===== config.mk =====
export PLATFORM = sky130hd
export DESIGN_NAME = led_breathing_pwm
export DESIGN_NICKNAME = d
export VERILOG_FILES = /design/src/design/lbp_pkg.sv /design/src/design/led_breathing_pwm.sv /design/src/design/lbp_ctrl.sv /design/src/design/lbp_datapath.sv
export SDC_FILE = /design/constraint.sdc
export NUM_CORES = 1
export LEC_CHECK = 0
export BUFFER_PORTS_ARGS = -buffer_cell sky130_fd_sc_hd__buf_2
export CAP_MARGIN = 15
export CORE_ASPECT_RATIO = 0.9
export CORE_MARGIN = 2
export CORE_UTILIZATION = 35
export DETAILED_ROUTE_END_ITERATION = 10
export GPL_ROUTABILITY_DRIVEN = 0
export SLEW_MARGIN = 20
export SYNTH_ARGS = -nofsm -noshare
export SYNTH_HDL_FRONTEND = slang
export SYNTH_SLANG_ARGS = --single-unit

===== constraint.sdc =====
create_clock -name i_clk -period 11.5 [get_ports i_clk]
set_input_delay 1.15 -clock i_clk [delete_from_list [all_inputs] [get_ports i_clk]]
set_output_delay 1.15 -clock i_clk [all_outputs]
set_load 0.03 [all_outputs]

===== src/design/lbp_pkg.sv =====
`default_nettype none

package lbp_pkg;

    // Register indexes on the configuration port
    typedef enum logic [2:0] {
        CFG_PERIOD_TICKS = 3'd0,
        CFG_DUTY_STEPS   = 3'd1,
        CFG_STEP_HOLD    = 3'd2,
        CFG_FULL_HOLD    = 3'd3,
        CFG_OFF_HOLD     = 3'd4
    } t_cfg_idx;

    localparam int CFG_IDX_W  = 3;
    localparam int CFG_DATA_W = 16;
    localparam int LEN_W      = 16;
    localparam int DUTY_W     = 8;

    // Register reset values
    localparam logic [LEN_W-1:0]  PERIOD_TICKS_RST = 16'd2000;
    localparam logic [DUTY_W-1:0] DUTY_STEPS_RST   = 8'd100;
    localparam logic [LEN_W-1:0]  STEP_HOLD_RST    = 16'd9;
    localparam logic [LEN_W-1:0]  FULL_HOLD_RST    = 16'd125;
    localparam logic [LEN_W-1:0]  OFF_HOLD_RST     = 16'd125;

    // Breathing phases
    typedef enum logic [1:0] {
        PH_RAMP_UP   = 2'd0,
        PH_FULL_HOLD = 2'd1,
        PH_RAMP_DOWN = 2'd2,
        PH_OFF_HOLD  = 2'd3
    } t_phase;

    // Controller to datapath commands
    typedef struct packed {
        logic capture;
        logic mul;
        logic eval;
    } t_cmd;

endpackage

`default_nettype wire


===== src/design/led_breathing_pwm.sv =====
`default_nettype none

// LED breathing PWM: each accepted item is one time tick (advance=1 moves time
// on, advance=0 pauses) and yields one result showing the LED level, duty step
// and phase of that tick before it advances. An item passes three steps
// (capture, product register, evaluate), and a new item is accepted only after
// the last one is evaluated; the evaluate step waits only while the output
// register still holds an untaken result. The on-time test uses two small
// registered multiplies (tick+1 times steps against period times duty) in place
// of a divider. Configuration writes are always ready and apply at once.
module led_breathing_pwm
    import lbp_pkg::*;
#(
    parameter int TIME_WIDTH = 16
) (
    input  wire                  i_clk,
    input  wire                  i_rst_n,
    input  wire                  i_cfg_valid,
    output logic                 o_cfg_ready,
    input  wire [CFG_IDX_W-1:0]  i_cfg_index,
    input  wire [CFG_DATA_W-1:0] i_cfg_data,
    input  wire                  i_valid,
    output logic                 o_stall,
    input  wire                  i_advance,
    output logic                 o_valid,
    input  wire                  i_stall,
    output logic                 o_led_on,
    output logic [DUTY_W-1:0]    o_duty_level,
    output logic [1:0]           o_phase
);

    t_cmd w_cmd;

    assign o_cfg_ready = 1'b1;

    lbp_ctrl u_ctrl (
        .i_clk   (i_clk),
        .i_rst_n (i_rst_n),
        .i_valid (i_valid),
        .o_stall (o_stall),
        .o_valid (o_valid),
        .i_stall (i_stall),
        .o_cmd   (w_cmd)
    );

    lbp_datapath #(
        .TIME_WIDTH (TIME_WIDTH)
    ) u_datapath (
        .i_clk        (i_clk),
        .i_rst_n      (i_rst_n),
        .i_cfg_valid  (i_cfg_valid),
        .i_cfg_index  (i_cfg_index),
        .i_cfg_data   (i_cfg_data),
        .i_advance    (i_advance),
        .i_cmd        (w_cmd),
        .o_led_on     (o_led_on),
        .o_duty_level (o_duty_level),
        .o_phase      (o_phase)
    );

endmodule

`default_nettype wire


===== src/design/lbp_ctrl.sv =====
`default_nettype none

module lbp_ctrl
    import lbp_pkg::*;
(
    input  wire  i_clk,
    input  wire  i_rst_n,
    input  wire  i_valid,
    output logic o_stall,
    output logic o_valid,
    input  wire  i_stall,
    output t_cmd o_cmd
);

    typedef enum logic [2:0] {
        S_IDLE = 3'b001,
        S_MUL  = 3'b010,
        S_EVAL = 3'b100
    } t_state;

    t_state r_state, n_state;
    logic   r_out_valid, n_out_valid;
    logic   w_accept;
    logic   w_out_free;

    assign w_accept   = i_valid && (r_state == S_IDLE);
    assign w_out_free = !r_out_valid || !i_stall;

    // Sequence one item: capture, form products, evaluate
    always_comb begin
        n_state       = r_state;
        o_cmd.capture = 1'b0;
        o_cmd.mul     = 1'b0;
        o_cmd.eval    = 1'b0;
        case (r_state)
            S_IDLE: begin
                if (w_accept) begin
                    o_cmd.capture = 1'b1;
                    n_state       = S_MUL;
                end
            end
            S_MUL: begin
                o_cmd.mul = 1'b1;
                n_state   = S_EVAL;
            end
            S_EVAL: begin
                if (w_out_free) begin
                    o_cmd.eval = 1'b1;
                    n_state    = S_IDLE;
                end
            end
            default: begin
                n_state = S_IDLE;
            end
        endcase
    end

    // Hold the result valid until it is taken
    always_comb begin
        if (o_cmd.eval) begin
            n_out_valid = 1'b1;
        end else if (!i_stall) begin
            n_out_valid = 1'b0;
        end else begin
            n_out_valid = r_out_valid;
        end
    end

    always_ff @(posedge i_clk) begin
        if (!i_rst_n) begin
            r_state     <= S_IDLE;
            r_out_valid <= 1'b0;
        end else begin
            r_state     <= n_state;
            r_out_valid <= n_out_valid;
        end
    end

    assign o_stall = (r_state != S_IDLE);
    assign o_valid = r_out_valid;

endmodule

`default_nettype wire


===== src/design/lbp_datapath.sv =====
`default_nettype none

module lbp_datapath
    import lbp_pkg::*;
#(
    parameter int TIME_WIDTH = 16
) (
    input  wire                   i_clk,
    input  wire                   i_rst_n,
    input  wire                   i_cfg_valid,
    input  wire [CFG_IDX_W-1:0]   i_cfg_index,
    input  wire [CFG_DATA_W-1:0]  i_cfg_data,
    input  wire                   i_advance,
    input  t_cmd                  i_cmd,
    output logic                  o_led_on,
    output logic [DUTY_W-1:0]     o_duty_level,
    output logic [1:0]            o_phase
);

    localparam int TW = TIME_WIDTH;
    localparam int LW = (TW > LEN_W) ? TW : LEN_W;
    localparam int PW = TW + 1 + DUTY_W;
    localparam logic [LW-1:0] TIME_MASK = LW'({TW{1'b1}});

    // Last count value of a length register, zero acting as one
    function automatic logic [TW-1:0] last_of(input logic [LEN_W-1:0] len);
        logic [LEN_W-1:0] last;
        logic [LW-1:0]    ext;
        last = (len == '0) ? '0 : len - LEN_W'(1);
        ext  = LW'(last);
        if (ext > TIME_MASK) begin
            ext = TIME_MASK;
        end
        return TW'(ext);
    endfunction

    logic [LEN_W-1:0]  r_period;
    logic [DUTY_W-1:0] r_steps;
    logic [LEN_W-1:0]  r_step_hold;
    logic [LEN_W-1:0]  r_full_hold;
    logic [LEN_W-1:0]  r_off_hold;

    logic [TW-1:0]     r_tick, n_tick;
    logic [TW-1:0]     r_hold, n_hold;
    logic [DUTY_W-1:0] r_duty, n_duty;
    t_phase            r_phase, n_phase;

    logic              r_adv;
    logic [PW-1:0]     r_lhs;
    logic [PW-1:0]     r_rhs;
    logic              r_in_range;

    logic [TW-1:0]     w_per_last;
    logic [TW:0]       w_per;
    logic [TW:0]       w_tick_inc;
    logic [DUTY_W-1:0] w_steps;
    logic [TW-1:0]     w_hold_last;
    logic              w_led;

    // Write configuration registers, drop unknown indexes
    always_ff @(posedge i_clk) begin
        if (!i_rst_n) begin
            r_period    <= PERIOD_TICKS_RST;
            r_steps     <= DUTY_STEPS_RST;
            r_step_hold <= STEP_HOLD_RST;
            r_full_hold <= FULL_HOLD_RST;
            r_off_hold  <= OFF_HOLD_RST;
        end else if (i_cfg_valid) begin
            case (i_cfg_index)
                CFG_PERIOD_TICKS: r_period    <= i_cfg_data;
                CFG_DUTY_STEPS:   r_steps     <= i_cfg_data[DUTY_W-1:0];
                CFG_STEP_HOLD:    r_step_hold <= i_cfg_data;
                CFG_FULL_HOLD:    r_full_hold <= i_cfg_data;
                CFG_OFF_HOLD:     r_off_hold  <= i_cfg_data;
                default: ;
            endcase
        end
    end

    assign w_per_last = last_of(r_period);
    assign w_per      = {1'b0, w_per_last} + (TW+1)'(1);
    assign w_tick_inc = {1'b0, r_tick} + (TW+1)'(1);
    assign w_steps    = (r_steps == '0) ? DUTY_W'(1) : r_steps;

    // Compare tick against on-time by cross products: tick+1 <= per*duty/steps
    always_ff @(posedge i_clk) begin
        if (i_cmd.capture) begin
            r_adv <= i_advance;
        end
        if (i_cmd.mul) begin
            r_lhs      <= PW'(w_tick_inc) * PW'(w_steps);
            r_rhs      <= PW'(w_per) * PW'(r_duty);
            r_in_range <= (r_tick <= w_per_last);
        end
    end

    assign w_led = r_in_range && (r_lhs <= r_rhs);

    // Select the hold length of the current phase
    always_comb begin
        case (r_phase)
            PH_FULL_HOLD: w_hold_last = last_of(r_full_hold);
            PH_OFF_HOLD:  w_hold_last = last_of(r_off_hold);
            default:      w_hold_last = last_of(r_step_hold);
        endcase
    end

    // Advance tick, period and level counters
    always_comb begin
        n_tick  = r_tick;
        n_hold  = r_hold;
        n_duty  = r_duty;
        n_phase = r_phase;
        if (r_adv) begin
            if (r_tick >= w_per_last) begin
                n_tick = '0;
                if (r_hold >= w_hold_last) begin
                    n_hold = '0;
                    case (r_phase)
                        PH_RAMP_UP: begin
                            if (r_duty >= w_steps) begin
                                n_phase = PH_FULL_HOLD;
                                n_duty  = w_steps;
                            end else begin
                                n_duty = r_duty + DUTY_W'(1);
                            end
                        end
                        PH_FULL_HOLD: begin
                            n_phase = PH_RAMP_DOWN;
                            n_duty  = w_steps - DUTY_W'(1);
                        end
                        PH_RAMP_DOWN: begin
                            if (r_duty == '0) begin
                                n_phase = PH_OFF_HOLD;
                            end else begin
                                n_duty = r_duty - DUTY_W'(1);
                            end
                        end
                        default: begin
                            n_phase = PH_RAMP_UP;
                            n_duty  = '0;
                        end
                    endcase
                end else begin
                    n_hold = r_hold + TW'(1);
                end
            end else begin
                n_tick = r_tick + TW'(1);
            end
        end
    end

    always_ff @(posedge i_clk) begin
        if (!i_rst_n) begin
            r_tick  <= '0;
            r_hold  <= '0;
            r_duty  <= '0;
            r_phase <= PH_RAMP_UP;
        end else if (i_cmd.eval) begin
            r_tick  <= n_tick;
            r_hold  <= n_hold;
            r_duty  <= n_duty;
            r_phase <= n_phase;
        end
    end

    // Load the result register with the tick before the advance
    always_ff @(posedge i_clk) begin
        if (i_cmd.eval) begin
            o_led_on     <= w_led;
            o_duty_level <= r_duty;
            o_phase      <= r_phase;
        end
    end

endmodule

`default_nettype wire


======== After elaboration in Yosys (flattened, before gate mapping) ========
Cells that the tools add are included.
storage, ports and cells
  input bits .............................. 25
  word-level logic and storage cells ...... 108
  output and inout port bits .............. 14
  bits in registers ....................... 181
cells by class
  $add $sub $neg .......................... 11
  multiply operators ...................... 2
  reduce and logical (&&, ||, !) cells .... 23
  $lt $le $gt $ge ......................... 9
  mux-type cells .......................... 28
  equal/unequal tests ..................... 17
operator list
  operator                                               number
  2-to-1 mux 16 bit                                      10
  > comparator 16 bit, second input constant             4
  zero test 16 bit                                       4
  subtractor 16 x 1 -> 16 bit, second input constant     4
  multiplier 17 x 8 -> 25 bit                            2
  adder 16 x 1 -> 17 bit, second input constant          2
  adder 16 x 1 -> 16 bit, second input constant          2
  greater-or-equal comparator 16 bit                     2
  one-hot mux 16 bit (2 select lines)                    1
  less-or-equal comparator 25 bit                        1
  2-to-1 mux 8 bit                                       3
  one-hot mux 8 bit (3 select lines)                     1
  less-or-equal comparator 16 bit                        1
  zero test 8 bit                                        2
  subtractor 8 x 1 -> 8 bit, second input constant       2
  AND reduction 2 bit                                    7
  inequality test 2 x 1 -> 1 bit, second input constant  5
  == test 3 x 2 -> 1 bit, second input constant          3
  one-hot mux 3 bit (3 select lines)                     1
  adder 8 x 1 -> 8 bit, second input constant            1
  greater-or-equal comparator 8 bit                      1
  2-to-1 mux 1 bit                                       7
  == test 3 x 1 -> 1 bit, second input constant          2
  == test 3 bit, second input constant                   2
  15 further kinds                                       20

======== Logic depth before layout (Yosys ltp) ========
  depth after elaboration ................. 7
  mapped depth ............................ 30
  gate-level depth less buffers ........... 29

======== Cells and area by module ========
A second synthesis with hierarchy kept.
unflattened totals
  cells, all modules ...................... 2,162
  area total of the unflattened synthesis .. 18,841.8 um2
by module, submodules not included
  module             cells an instance  area each (um2)  times used  seq. area each (um2)
  lbp_datapath       2,140              18,640.4         1           4,174.0
  lbp_ctrl           20                 190.2            1           80.1
  led_breathing_pwm  2                  11.3             1           0.0

======== Worst setup path after synthesis ========
OpenSTA, ideal clock, no wires.
  path type ............................... register to register
  start ................................... reg u_datapath.r_period[0]
  end ..................................... reg u_datapath.r_rhs[24], data pin
  arrival ................................. 7,000 ps
  clock period less this slack ............ 7,259 ps
  path slack .............................. 4,241 ps
  required time ........................... 11,240 ps
  path buffers ............................ 2
  setup time .............................. 260 ps
  stages on the path, launching flop included .. 29
  path through ............................ dfxtp_1 inv_1 ha_1 and2_0 buf_2 and3_2 buf_2 nor2_1 ha_1 nand2_1 a2111oi_4 xor2_2 nand2_1 fa_1 inv_1 fa_1 fa_1 inv_1 fa_1 inv_1 ha_1 and3_1 and3_1 a2111oi_0 o31ai_1 a31oi_1 o21ai_0 a21oi_1 xnor2_1
on the way
  word-level cells in the longest chain between the ends .. 6
  elaborated cells on any way between the ends .. 7
  classes of those cells .................. 2 x add/sub; 1 x mul; 1 x order compare; 2 x mux; 1 x reduce/logical
RTL lines
  item                                                                    RTL line            source
  start: declaration                                                      lbp_datapath.sv:37  logic [LEN_W-1:0] r_period;
  start signal: assignment                                                lbp_datapath.sv:70  CFG_PERIOD_TICKS: r_period <= i_cfg_data;
  subtractor 16 x 1 -> 16 bit / zero test 16 bit (equally long branches)  lbp_datapath.sv:29  last = (len == '0) ? '0 : len - LEN_W'(1);
  2-to-1 mux 16 bit *                                                     lbp_datapath.sv:29
  > comparator 16 bit                                                     lbp_datapath.sv:31  if (ext > TIME_MASK) begin
  2-to-1 mux 16 bit *                                                     lbp_datapath.sv:31
  adder 16 x 1 -> 17 bit *                                                lbp_datapath.sv:81  assign w_per = {1'b0, w_per_last} + (TW+1)'(1);
  multiplier 17 x 8 -> 25 bit *                                           lbp_datapath.sv:92  r_rhs <= PW'(w_per) * PW'(r_duty);
  end signal: assignment                                                  lbp_datapath.sv:92
  end: declaration                                                        lbp_datapath.sv:50  logic [PW-1:0] r_rhs;
Mark *: on every way between the ends. The rest lies on a longest branch, timed or not.
A chain may end at the register's enable or synchronous reset.

======== Final worst setup path ========
Same ends and word-level chain as after synthesis.

==> results_dict.tcl <==
set metrics [dict create \
    first_pass_iters 6 \
    slew_headroom 0.282 \
    pwr-share-comb 0.080 \
    cts_max_path_buffers 2 \
    period_share 0.745 \
    start_kind "flop" \
    gr-usage-met2 0.298 \
    antenna_found_initial 0 \
    arrival_ps 8780 \
    layout_commonest_cell "nand2_1" \
    fmax_mhz 117 \
    ys_seq_area_frac 0.224 \
    postCtsHoldBufs 0 \
    endpoint_kind "flop" \
    totalNegativeSetupSlack_ps 0 \
    post-cts-setup-buffers 0 \
    num-fill-cells 5359 \
    diodes 0 \
    crit_type "flop to flop" \
    ys_top_cells_by_area "fa_1 19%, dfxtp_1 12%, ha_1 11%" \
    ios 39 \
    synth_top_area_frac 0.190 \
    ys.warnings.count 0 \
    slew_violations 0 \
    wl_um 49500 \
    ir_drop_v 0.000112 \
    met1_usage 0.252 \
    multiInputGateArea_um2 13400 \
    portBuffers 37 \
    viasPerCell 5.13 \
    fin_skew_ps 11.9 \
    grt.overflow.total 0 \
    drt_iter0_drc 949 \
    cts.sinks 181 \
    rsz0062_at_grt "false" \
    grt_max_degree 60 \
    swShare 0.283 \
    cts-root-buf "clkbuf_16" \
    yosysUniqueCellTypes 84 \
    worstPathRequired_ps 11720 \
    final_cell_mix "336 x nand2_1, 256 x inv_1, 180 x fa_1" \
    synth_edf_count 63 \
    worstPathMaxFanout 9 \
    ys_seq_elements 181 \
    synth_top_flop_cell "dfxtp_1" \
    p_leak_nw 9.22 \
    via_count 14742 \
    syn_to_final_growth_pct 7.77 \
    cts_tree "built" \
    p_int_mw 1.00 \
    clk-insertion-delay-late_ps 460 \
    die_h_um 225 \
    core_region_area_um2 53300 \
    p_per_area_nw_per_um2 68.3 \
    setup_viol 0 \
    final-seq-area_um2 4250 \
    yosys.area.top_type "fa_1" \
    detail-route-antenna-nets 0 \
    hold_viol 0 \
    die_area_um2 56100 \
    drc 0 \
    worstHoldPathType "flop to flop" \
    post_cts_resized 0 \
    drive_above_1_share 0.0570 \
    fin_crit_ps 8560 \
    syn-cell-area_um2 19000 \
    synth_cells 2170 \
    grt_pass1_vias 14968 \
    final_util 0.384 \
    wl_per_cell_um 17.2 \
    seqPwrFrac 0.488 \
    grt_use_met3 0.0242 \
    busiest_layer "met2" \
    synth_nets 2546 \
    hpwl_um 38300 \
    outcome "finished clean" \
    cts_max_level 4 \
    grt_use_total 0.181 \
    die_w_um 249 \
    rows 80 \
    avgSynthCellArea_um2 8.74 \
    grt_pass1_wl_um 80700 \
    nets 2537 \
    clkTransAtPathRegs_ps 80 \
    max-cap-violations 0 \
    initial_core_util 0.356 \
    cts_buffers 17 \
    p_switching_uw 395 \
    tightest_slew_ps 1070 \
    clkPwrFrac 0.433 \
    ys_async_sr_fraction 0 \
]
-- layout make-up --
class                           count  share of cell area
Clock buffer                       17              0.0208
Tap cell                          697              0.0427
Timing Repair Buffer               55              0.0157
Clock inverter                     15             0.00875
Sequential cell                   181               0.208
Multi-Input combinational cell   1650               0.657
Inverter                          256              0.0470
-- through the flow --
| stage | hold slack [ps] | power (mW) | instances | instance area, um^2 | setup WS [ps] |
|---|---|---|---|---|---|
| final | 501 | 1.40 | 2871 | 20400 | 2940 |
| after global routing | 520 | 1.45 | 2871 | 20400 | 2370 |
| after CTS | 503 | 1.41 | 2871 | 20400 | 3010 |
| after detailed placement | 491 | 0.805 | 2839 | 19800 | 3030 |
| after global placement | 474 | 0.802 | 2839 | 19800 | 3260 |
| after floorplan | 444 | 0.761 | 2170 | 19000 | 4240 |
-- power groups by stage --
stage / combinational (mW) / sequential (mW) / clock (mW)
final: 0.111 / 0.680 / 0.604
after global routing: 0.122 / 0.682 / 0.648
after CTS: 0.110 / 0.680 / 0.616
after detailed placement: 0.110 / 0.695 / 0
after global placement: 0.107 / 0.695 / 0
after floorplan: 0.0708 / 0.690 / 0
-- path summary, 6_finish.rpt --
kind	startpoint	end	slack (ps)	cells past startpoint
worst max-delay path	u_datapath.r_period[0]	u_datapath.r_rhs[24]	2940	26
worst min-delay path	u_datapath.r_steps[0]	u_datapath.r_steps[0]	500	2
worst max register to register	u_datapath.r_period[0]	u_datapath.r_rhs[24]	2940	26
worst min register to register	u_datapath.r_steps[0]	u_datapath.r_steps[0]	500	2
-- cell families (layout without fill, tap and decap cells) --
kind of cell	Yosys count	count (layout)	share of synthesized area
flops	181	181	0.224
mux	26	26	0.0138
other cells	1	1	0.000198
fa+ha+maj	351	351	0.303
buf+inv	339	343	0.0683
compound gates	305	305	0.110
simple gates	823	823	0.213
xor+xnor	144	144	0.0673
-- registers in the layout, indices dropped and copies added (netlist names), 2 cells and up --
signal / count
u_datapath.r_steps: 8
u_datapath.r_hold: 16
u_datapath.r_full_hold: 16
u_ctrl.r_state: 3
u_datapath.r_period: 16
u_datapath.r_step_hold: 16
u_datapath.r_off_hold: 16
u_datapath.r_lhs: 25
u_datapath.o_phase: 2
u_datapath.r_tick: 16
u_datapath.r_rhs: 25
u_datapath.r_phase: 2
u_datapath.r_duty: 8
u_datapath.o_duty_level: 8
-- routing by layer --
layer  vias up  wire, um
li1       7115         -
met4         0       969
met3        60      2560
met2       409     22600
met1      7158     23400
met5         -         0
-- worst max-delay path, stage by stage, from the launching register on --
cell	delay, ps
dfxtp_1	480
inv_1	110
ha_1	230
and2_0	280
and3_2	310
nor2_1	590
ha_1	340
nand2_1	140
a2111oi_4	540
xor2_2	470
nand2_1	140
fa_1	520
inv_1	50
fa_1	460
fa_1	560
inv_1	60
fa_1	520
inv_1	40
ha_1	380
and3_1	190
and3_1	190
a2111oi_0	700
o31ai_1	240
a31oi_1	360
o21ai_0	150
a21oi_1	190
xnor2_1	80
-- Yosys cell counts, types with 32 or more instances --
master,n
fa_1,180
a21o_1,32
nand3_1,51
xnor2_1,85
a21oi_1,64
nor3_1,39
clkbuf_1,71
ha_1,171
edfxtp_1,63
xor2_1,57
nor2_1,110
a21boi_0,68
inv_1,256
nand2_1,336
o21ai_0,34
dfxtp_1,118
and2_1,130
Note: power is estimated with default switching activity, not from simulation.
